`src/hdl/pfce_pkg.sv`:
```
// Shared types and constants for the palette flash and cycle engine.
// Depends on nothing; imported by the controller, datapath and top level.
`timescale 1ns / 1ps
package pfce_pkg;

    // request opcodes
    localparam logic [2:0] OP_TICK      = 3'd0;
    localparam logic [2:0] OP_PAL_WRITE = 3'd1;
    localparam logic [2:0] OP_PAL_READ  = 3'd2;
    localparam logic [2:0] OP_STEP_WR   = 3'd3;
    localparam logic [2:0] OP_FLASH_SET = 3'd4;
    localparam logic [2:0] OP_SHIFT_SET = 3'd5;

    localparam int RGB_W  = 24;
    localparam int DLY_W  = 16;
    localparam int CNT_W  = 17;
    localparam int STEP_W = DLY_W + RGB_W;

    // commands from controller to datapath
    typedef struct packed {
        logic clr;
        logic accept;
        logic rd_cap;
        logic fl_check;
        logic fl_write;
        logic fl_next;
        logic sh_check;
        logic sh_run;
        logic sh_end;
        logic sh_next;
        logic load_out;
    } pfce_cmd_t;

    // status from datapath to controller
    typedef struct packed {
        logic clr_last;
        logic fl_active;
        logic fl_adv;
        logic fl_last;
        logic sh_go;
        logic sh_at_end;
        logic sh_last;
        logic out_free;
    } pfce_stat_t;

endpackage

```
`src/hdl/pfce_ctrl.sv`:
```
// Controller state machine: request handshake and tick sequencing.
// Depends on pfce_pkg; drives the datapath by pfce_cmd_t.
`timescale 1ns / 1ps
module pfce_ctrl
    import pfce_pkg::*;
(
    input  logic       clk,
    input  logic       rst_n,
    input  logic       in_valid,
    output logic       in_stall,
    input  logic [2:0] opcode,
    input  pfce_stat_t stat,
    output pfce_cmd_t  cmd
);
    typedef enum logic [10:0] {
        ST_CLR      = 11'b000_0000_0001,
        ST_IDLE     = 11'b000_0000_0010,
        ST_P_CAP    = 11'b000_0000_0100,
        ST_FL_RD    = 11'b000_0000_1000,
        ST_FL_CHK   = 11'b000_0001_0000,
        ST_FL_WR    = 11'b000_0010_0000,
        ST_SH_CHK   = 11'b000_0100_0000,
        ST_SH_RUN   = 11'b000_1000_0000,
        ST_SH_DRAIN = 11'b001_0000_0000,
        ST_SH_END   = 11'b010_0000_0000,
        ST_DONE     = 11'b100_0000_0000
    } state_t;

    state_t state_reg, state_next;

    // state register
    always_ff @(posedge clk or negedge rst_n)
    begin
        if (!rst_n)
        begin
            state_reg <= ST_CLR;
        end
        else
        begin
            state_reg <= state_next;
        end
    end

    // next state and commands
    always_comb
    begin
        state_next = state_reg;
        cmd        = '0;
        in_stall   = 1'b1;
        unique case (state_reg)
            ST_CLR:
            begin
                cmd.clr = 1'b1;
                if (stat.clr_last)
                begin
                    state_next = ST_IDLE;
                end
            end
            ST_IDLE:
            begin
                in_stall = 1'b0;
                if (in_valid)
                begin
                    cmd.accept = 1'b1;
                    if (opcode == OP_TICK)
                    begin
                        state_next = ST_FL_RD;
                    end
                    else if (opcode == OP_PAL_READ)
                    begin
                        state_next = ST_P_CAP;
                    end
                    else
                    begin
                        state_next = ST_DONE;
                    end
                end
            end
            ST_P_CAP:
            begin
                cmd.rd_cap = 1'b1;
                state_next = ST_DONE;
            end
            ST_FL_RD:
            begin
                if (stat.fl_active)
                begin
                    state_next = ST_FL_CHK;
                end
                else
                begin
                    cmd.fl_next = 1'b1;
                    state_next  = stat.fl_last ? ST_SH_CHK : ST_FL_RD;
                end
            end
            ST_FL_CHK:
            begin
                cmd.fl_check = 1'b1;
                if (stat.fl_adv)
                begin
                    state_next = ST_FL_WR;
                end
                else
                begin
                    cmd.fl_next = 1'b1;
                    state_next  = stat.fl_last ? ST_SH_CHK : ST_FL_RD;
                end
            end
            ST_FL_WR:
            begin
                cmd.fl_write = 1'b1;
                cmd.fl_next  = 1'b1;
                state_next   = stat.fl_last ? ST_SH_CHK : ST_FL_RD;
            end
            ST_SH_CHK:
            begin
                cmd.sh_check = 1'b1;
                if (stat.sh_go)
                begin
                    state_next = ST_SH_RUN;
                end
                else
                begin
                    cmd.sh_next = 1'b1;
                    state_next  = stat.sh_last ? ST_DONE : ST_SH_CHK;
                end
            end
            ST_SH_RUN:
            begin
                cmd.sh_run = 1'b1;
                if (stat.sh_at_end)
                begin
                    state_next = ST_SH_DRAIN;
                end
            end
            ST_SH_DRAIN:
            begin
                state_next = ST_SH_END;
            end
            ST_SH_END:
            begin
                cmd.sh_end  = 1'b1;
                cmd.sh_next = 1'b1;
                state_next  = stat.sh_last ? ST_DONE : ST_SH_CHK;
            end
            ST_DONE:
            begin
                if (stat.out_free)
                begin
                    cmd.load_out = 1'b1;
                    state_next   = ST_IDLE;
                end
            end
            default:
            begin
                state_next = ST_CLR;
            end
        endcase
    end
endmodule

```
`config.mk`:
```
export PLATFORM = sky130hd
export DESIGN_NAME = pfce_ctrl
export DESIGN_NICKNAME = d
export VERILOG_FILES = /design/src/hdl/pfce_pkg.sv /design/src/hdl/pfce_ctrl.sv
export SDC_FILE = /design/constraint.sdc
export NUM_CORES = 1
export LEC_CHECK = 0
export BUFFER_PORTS_ARGS = -buffer_cell sky130_fd_sc_hd__buf_2
export CELL_PAD_IN_SITES_DETAIL_PLACEMENT = 0
export CELL_PAD_IN_SITES_GLOBAL_PLACEMENT = 1
export CORE_MARGIN = 5
export CORE_UTILIZATION = 42
export CTS_BUF_LIST = sky130_fd_sc_hd__clkbuf_8
export CTS_CLUSTER_DIAMETER = 150
export CTS_CLUSTER_SIZE = 28
export DETAILED_ROUTE_END_ITERATION = 7
export MAX_ROUTING_LAYER = met4
export PLACE_DENSITY = 0.92
export SLEW_MARGIN = 20
export SYNTH_ARGS = -nofsm -noshare
export SYNTH_HDL_FRONTEND = slang
export SYNTH_SLANG_ARGS = --single-unit
```
`constraint.sdc`:
```
create_clock -name clk -period 2.5 [get_ports clk]
set_input_delay 0 -clock clk [delete_from_list [all_inputs] [get_ports clk]]
set_output_delay 0 -clock clk [all_outputs]
set_load 0.01 [all_outputs]
```
---- Word level (Yosys, flattened, before mapping) ----
Index checks and enable logic that the tools add are counted.
operators by class
  $mul .................................... 0
  $add $sub $neg .......................... 0
  reduce and logical (&&, ||, !) cells .... 2
  div/mod/pow operators ................... 0
  shift operators ......................... 0
  eq/ne operators ......................... 16
  multiplexer cells ....................... 29
  $lt $le $gt $ge ......................... 0
  bitwise operators ....................... 0
operators with widths
  cell                  number
  $pmux 11 s11          1
  $mux 11               8
  $mux 7                3
  $mux 1                15
  $eq 11x1->1 const B   1
  $eq 11x10->1 const B  1
  $eq 11x11->1 const B  1
  $eq 11x2->1 const B   1
  $eq 11x3->1 const B   1
  $eq 11x4->1 const B   1
  $eq 11x5->1 const B   1
  $eq 11x6->1 const B   1
  $eq 11x7->1 const B   1
  $eq 11x8->1 const B   1
  $eq 11x9->1 const B   1
  $ne 2x2->1 const B    4
  $reduce_and 4->1      1
  $eq 3x2->1 const B    1
  $logic_not 3->1       1
  $pmux 1 s3            1
  $pmux 1 s2            1
word-level totals
  bits in latches ......................... 0
  memories kept ........................... 0
  register bits ........................... 11
  output and inout bits ................... 12
  ROM bits ................................ 0
  RAM bits ................................ 0

---- Depth between registers and ports, before layout ----
Gate-level depths: netlist of run 1.
  word-level depth ........................ 5
  gate-level depth with buffers ........... 6

---- Least setup slack after synthesis of run 1 ----
No wires, ideal clock.
  kind .................................... flip-flop to flip-flop
  start ................................... register state_reg[4]
  end ..................................... register state_reg[1]
  library setup time ...................... 140 ps
  data required time ...................... 2360 ps
  stages on the path, launching flop included .. 6
  arrival time ............................ 1533 ps
  period minus slack after synthesis ...... 1673 ps
  setup slack ............................. 827 ps
  cells stage by stage .................... dfrtp_1 nor4_4 nand3_1 o32a_1 nand3_2 o32ai_1
between the ends
  word-level cells in the longest chain between the ends .. 3
  elaborated cells on any way between the ends .. 17
  classes of those cells .................. eq/ne: 15; mux: 1; reduce/logical: 1
ends and longest elaborated chain
  what                                 line             text
  start: declaration                   pfce_ctrl.sv:29  state_t state_reg, state_next;
  start signal: assignment             pfce_ctrl.sv:40  state_reg <= state_next;
  $eq 11x1->1 (tied with other cells)  pfce_ctrl.sv:50  unique case (state_reg)
  $ne 2x2->1 (no line)                 -
  $reduce_and 4->1 (no line)           -
Parallel ways exist; a longest one is shown, timed or not.
A chain may end at the register's enable or synchronous reset.

---- Worst setup path in the final report of run 1 ----
Ends and elaborated chain as after synthesis.

==> results of run 1 <==
==> worst reg2reg max path: stages, from the launching register on <==
cell and delay [ps]:
dfrtp_1 460, nor4_4 470, nand3_1 310, o32a_1 290
nand3_2 140, o32ai_1 110
==> power groups by stage <==
stage | Clock (mW) | Sequential, mW | Combinational [mW]
detailed placement | 0 | 0.281 | 0.354
global route | 0.188 | 0.284 | 0.403
CTS | 0.179 | 0.280 | 0.362
global placement | 0 | 0.281 | 0.352
finish | 0.175 | 0.283 | 0.362
floorplan | 0 | 0.216 | 0.359
==> cells in the mapped netlist (3+ instances only) <==
master	count	area (µm²)
nand3b_1	3	22.5
nand2_1	9	33.8
nor4_1	3	18.8
inv_1	8	30.0
xor2_1	4	35.0
o31ai_1	3	22.5
a21oi_1	3	15.0
nor3_1	4	20.0
nor2_1	12	45.0
nand3_1	3	15.0
buf_2	4	20.0
dfrtp_1	10	250
==> cell type report <==
cell class,count,area (µm²),area share
Clock buffer,3,41.3,0.0372
Clock inverter,1,3.75,0.00339
Inverter,8,30.0,0.0271
Multi-Input combinational cell,76,548,0.494
Sequential cell,11,277,0.249
Tap cell,27,33.8,0.0305
Timing Repair Buffer,30,175,0.158
==> metal layers <==
metal  vias to the layer above  share of wire
li1                        426              -
met1                       425           0.43
met2                        45           0.48
met3                         0          0.091
met4                         0              0
met5                         -              0
==> through the flow <==
| step | area [µm²] | power (mW) | hold WS, ps | util | setup WS (ps) |
|---|---|---|---|---|---|
| 6_report | 1110 | 0.820 | 4.31 | 0.554 | 585 |
| 3_5_place_dp | 1010 | 0.635 | -113 | 0.506 | 609 |
| 2_1_floorplan | 897 | 0.575 | -296 | - | 827 |
| 3_3_place_gp | 1010 | 0.633 | -113 | 0.506 | 640 |
| 4_1_cts | 1110 | 0.820 | 3.15 | 0.554 | 594 |
| 5_1_grt | 1110 | 0.875 | 10.4 | 0.554 | 445 |
==> logic make-up (layout without fill, tap and decap cells) <==
logic type,count (synthesis),in the layout
AO/OA/AOI/OAI,17,17
XOR/XNOR,6,6
buffers and inverters,14,42
flip-flops,11,11
multiplexers,1,1
AND/OR/NAND/NOR,52,52
==> worst paths after layout <==
kind / from / slack, ps / to / cells after the start
max in group asynchronous: rst_n / 2070 / state_reg[0] / 2
max reg2reg: state_reg[4] / 590 / state_reg[1] / 5
min reg2reg: state_reg[8] / 680 / state_reg[9] / 1
max: state_reg[4] / 590 / state_reg[1] / 5
min: stat[4] / 4 / state_reg[6] / 2
min in group asynchronous: rst_n / 160 / state_reg[8] / 2
==> run summary, run 1 <==
=========================================================================================
Result of the run .......................................................... finished clean
GR met3 Demand/Resource ....................................................       0.0371
Share of the yosys chip area belonging to registers ........................        0.308
Crit Path Max Fanout .......................................................            7
Post-route insts no fill ...................................................          156
Antenna viol nets, final ...................................................            0
Detailed-route wire length .................................................      2290 µm
Share of synthesized area spent on multiplexers ............................       0.0112
Most used cells in the layout excluding fill and tap cells ................. buf_2 (25), nor2_1 (12), dfrtp_1 (10)
Detailed-route wire length per cell ........................................      14.7 µm
Vias .......................................................................          896
Time the final worst path needs with I/O delays and setup ..................      1910 ps
Routability Congestion .....................................................        0.837
Highest ir drop seen on vdd ................................................     0.442 mV
Buffers and inverters on the worst path ....................................            0
Largest register FFs .......................................................           11
Most used flip-flop cell after synthesis ...................................      dfrtp_1
Clock share of power .......................................................        0.213
Flip-flop and latch count after synthesis ..................................           11
Final-stage net count ......................................................          144
Number of antenna violations at the first check in global routing ..........            0
Longest Clk Path Bufs ......................................................            2
Number of placed cells counting well taps ..................................          147
Core region area ...........................................................  0.00200 mm²
Quantity of I/O buffers inserted on ports ..................................           25
Syn Nets ...................................................................          115
Netlist area before placement ..............................................      897 µm²
Number of placed I/O pins ..................................................           26
Share of synthesized cell area in and, or, nand and nor gates ..............        0.378
Power density over the cells ...............................................   740 mW/mm²
Fraction of the cycle the final worst path needs ...........................        0.766
Aggregate negative setup slack .............................................         0 ps
Setup repair after global routing missed its margin ........................           no
P_sw .......................................................................     0.336 mW
CTS root buf ...............................................................     clkbuf_8
Type of element capturing the critical path ................................         flop
Synthesis-to-finish area growth ............................................        23.6%
Yosys warns ................................................................            0
Filler cell count ..........................................................          199
Proportion of layout cells with a drive suffix above 1 .....................        0.279
Cell variety after synth ...................................................           36
Pin count of the biggest net entering global routing .......................           12
Share of total power in combinational logic ................................        0.442
Most frequent standard cell in the layout excluding fill and tap cells .....        buf_2
Critical Path AT ...........................................................      2010 ps
Final-report max-slew violation count ......................................            0
Internal Pwr Total .........................................................     0.484 mW
Standard cell with the maximum stage delay on the critical path ............       nor4_4
Critical-path cell list .................................................... nor4_4 -> nand3_1 -> o32a_1 -> nand3_2 -> o32ai_1
GR Util met1 ...............................................................        0.193
Starting density of the core ...............................................        0.448
Req. time, crit path .......................................................      2600 ps
Area enclosed by the die boundary ..........................................  0.00316 mm²
Actual slew at the worst max-slew pin ......................................       417 ps
Number of DRC markers after the initial detailed-route iteration ...........           33
Number of hold violations in the final report ..............................            0
Sum of overflow across all layers after global routing .....................            0
Final HPWL DP ..............................................................      1690 µm
Post-synthesis adder-cell area fraction ....................................            0
Met2 Track Usage GR ........................................................        0.245
Number of synthesized flops with an enable pin .............................            0
Cell count after synthesis .................................................          101
Highest Clock Rate .........................................................      522 MHz
Leak .......................................................................     0.553 nW
CP Class ................................................................... flop to flop
First-pass GRT wire length .................................................      3880 µm
Insertion delay of the later-clocked pin in the worst-skew pair ............       240 ps
Switching part of the total ................................................        0.410
Die Y ......................................................................      56.2 µm
Synthesized-area fraction occupied by ao, oa, aoi and oai cells ............        0.163
Clock sink total ...........................................................           11
Antenna cell count .........................................................            0
Drt drc ....................................................................            0
H-tree Lvls ................................................................            1
Endpoints failing setup ....................................................            0
Category of the worst setup path launch point ..............................         flop
Pre-antenna DRT Iters ......................................................            4
Proportion of register bits with asynchronous set or reset after synthesis .         1.00
Share of total power in sequential cells ...................................        0.345
Post-CTS Setup Inserts .....................................................            0
Xor/xnor share of the synthesized area .....................................       0.0586
Via count normalized by instance count .....................................         5.74
Top Usage Layer GRT ........................................................         met2
Worst setup skew after layout ..............................................      4.48 ps
Number of rows created at floorplan ........................................           16
Number of buffers created by CTS ...........................................            3
Chip width .................................................................      56.2 µm
Main combinational cell family by area after synthesis ..................... simple AND/OR/NAND/NOR gates
Number of violations of the max-capacitance limit ..........................            0
Rel. slew slack ............................................................        0.722
Type of the most critical hold path ........................................ input pin to flop
CTS tree ...................................................................          yes
Resized Gates After CTS ....................................................            0
Vias in the first global route .............................................          889
Syn Area/Cell ..............................................................     8.88 µm²
Cell type group with the largest total delay on the critical path .......... simple AND/OR/NAND/NOR gates
Post-CTS Hold Buffers ......................................................            5
Longest individual stage delay on the worst path ...........................       470 ps
GRT Resource Usage Total ...................................................        0.154
Clock slew seen by the registers of the worst setup and hold paths .........        50 ps
=========================================================================================
Power figures use the tool's default switching activity.
==> inputs of run 2 (changes only) <==
Settings changed: CORE_ASPECT_RATIO set to 1.75, CORE_UTILIZATION 42 to 39, PLACE_DENSITY 0.92 to 0.87.
Clock period 2.5 ns to 1.8 ns, I/O delays scaled along.
==> run summary, run 2 (synthesis results as in run 1) <==
=====================================================================================
Post-placement worst setup slack .......................................      9.01 ps   -600 ps
Antenna viol nets, final ...............................................            0   unchanged
Synthesis-to-finish area growth ........................................        42.3%
Final-stage net count ..................................................          163   +13%
Final setup margin .....................................................      34.7 ps   -550 ps
Routability Congestion .................................................        0.838   +0.12%
Most used cells in the layout excluding fill and tap cells ............. buf_2 (25), buf_4 (18), nor2_1 (11)
Pre-antenna DRT Iters ..................................................            4   unchanged
Number of hold violations in the final report ..........................            0   unchanged
CP Class ............................................................... flop to output port
Type of element capturing the critical path ............................  output port
Rel. slew slack ........................................................        0.677   -0.0447
CTS tree ...............................................................          yes
Setup repair after global routing missed its margin ....................          yes
Worst setup skew after layout ..........................................      7.11 ps   +2.63 ps
Detailed-route wire length per cell ....................................      17.1 µm   +17%
Insertion delay of the later-clocked pin in the worst-skew pair ........       240 ps   about the same
Number of DRC markers after the initial detailed-route iteration .......           69   +110%
Number of buffers created by CTS .......................................            3   unchanged
Pin count of the biggest net entering global routing ...................           12   unchanged
Leak ...................................................................     0.645 nW   +17%
Clock sink total .......................................................           11   unchanged
Clock slew seen by the registers of the worst setup and hold paths .....        60 ps   about the same
Actual slew at the worst max-slew pin ..................................       481 ps   +64.2 ps
GRT Resource Usage Total ...............................................        0.171   +0.0170
Antenna cell count .....................................................            0   unchanged
Largest register FFs ...................................................           11   unchanged
Final-report max-slew violation count ..................................            0   unchanged
Quantity of I/O buffers inserted on ports ..............................           25   unchanged
Final HPWL DP ..........................................................      2060 µm   +22%
Number of violations of the max-capacitance limit ......................            0   unchanged
Crit Path Max Fanout ...................................................            6   -1
Chip width .............................................................      46.3 µm   -18%
Power density over the cells ...........................................  1070 mW/mm²   +45%
Fraction of the cycle the final worst path needs .......................        0.981
Number of rows created at floorplan ....................................           23   +7
Sum of overflow across all layers after global routing .................            0   unchanged
Drt drc ................................................................            0   unchanged
Worst Min Path Start ...................................................      stat[4]
Core region area .......................................................  0.00224 mm²   +12%
PnR Total Power ........................................................      1.37 mW   +67%
Highest ir drop seen on vdd ............................................     0.516 mV   +17%
Vias ...................................................................          998   +11%
Result of the run ...................................................... finished clean
Category of the worst setup path launch point ..........................         flop
Area enclosed by the die boundary ......................................  0.00340 mm²   +7.5%
Req. time, crit path ...................................................      1800 ps   -800 ps
Number of antenna violations at the first check in global routing ......            0   unchanged
Via count normalized by instance count .................................         5.77   +0.44%
Critical Path AT .......................................................      1770 ps   -240 ps
Most frequent standard cell in the layout excluding fill and tap cells .        buf_2
Endpoints failing setup ................................................            0   unchanged
Number of placed I/O pins ..............................................           26   unchanged
Longest Clk Path Bufs ..................................................            2   unchanged
Die Y ..................................................................      73.4 µm   +31%
Worst setup startpoint ................................................. state_reg[8]
Type of the most critical hold path .................................... input pin to flop
First-pass GRT wire length .............................................      4060 µm   +4.6%
Time the final worst path needs with I/O delays and setup ..............      1770 ps
Starting density of the core ...........................................        0.400   -0.0485
Worst reg2reg startpoint ............................................... state_reg[8]
Detailed-route wire length .............................................      2950 µm   +29%
H-tree Lvls ............................................................            1   unchanged
Proportion of layout cells with a drive suffix above 1 .................        0.432   +0.153
Highest Clock Rate .....................................................      566 MHz
Vias in the first global route .........................................          898   +1.0%
CTS root buf ...........................................................     clkbuf_8
=====================================================================================
==> run 2: cell count changes in the layout (fill, tap and decap cells not counted), sizes merged <==
| cell | before | now |
|---|---|---|
| buf | 25 | 43 |
| clkbuf | 3 | 4 |
==> run 2: metrics by stage <==
stage	util	instances	setup TNS (ps)	instance area, µm²	hold WS (ps)
after floorplan	-	101	0	897	-296
after global placement	0.480	154	-7.57	1080	-112
after CTS	0.523	163	0	1170	7.93
final	0.569	173	0	1280	7.47
after global routing	0.569	173	-283	1280	19.4
after detailed placement	0.480	154	0	1080	-118
==> run 2: per-layer routing <==
metal / GRT usage / share of wire / vias up / wire length (µm)
li1: - / - / 464 / -
met1: 0.178 / 0.36 / 468 / 1050
met2: 0.301 / 0.56 / 53 / 1650
met3: 0.0221 / 0.059 / 13 / 173
met4: 0.0823 / 0.029 / 0 / 85
met5: - / 0 / - / 0
==> run 2: final cells by class <==
cell class,instances,area (µm²)
clock inverter,1,3.75
fill,210,968
multi-input combinational,76,574
tap,25,31.3
inverter,8,30.0
timing repair buffer,49,315
clock buffer,3,41.3
sequential,11,280
==> run 2: what timing repair did <==
item / in CTS / in global routing
endpoints found under the hold margin: 15 / 0
resized for setup: 1 / 8
hold buffers: 5 / 0
buffers inserted: 0 / 10
gates cloned: 0 / 0
pin swaps: 1 / 5
endpoints found under the setup margin: 3 / 9
==> run 2: path summary, 6_finish.rpt <==
kind / end / slack [ps] / depth (start not counted)
min in group asynchronous: state_reg[9] / 160 / 2
max in group asynchronous: state_reg[0] / 1370 / 2
setup / recovery: cmd[9] / 30 / 6
hold reg to reg: state_reg[9] / 680 / 1
hold / removal: state_reg[6] / 7 / 2
setup reg to reg: state_reg[0] / 40 / 5
==> run 2: critical path, cell delays in order (launching register included) <==
cell and delay (ps):
dfrtp_1 460, nor3_4 290, buf_4 170, nand3_1 170, buf_4 220, nor2_1 80, buf_2 130
==> run 2: power breakdown <==
group          leakage (nW)  switching [mW]  internal (mW)
sequential            0.144          0.0772          0.291
clock                0.0269           0.102          0.150
combinational         0.474           0.387          0.363
total                 0.645           0.566          0.804
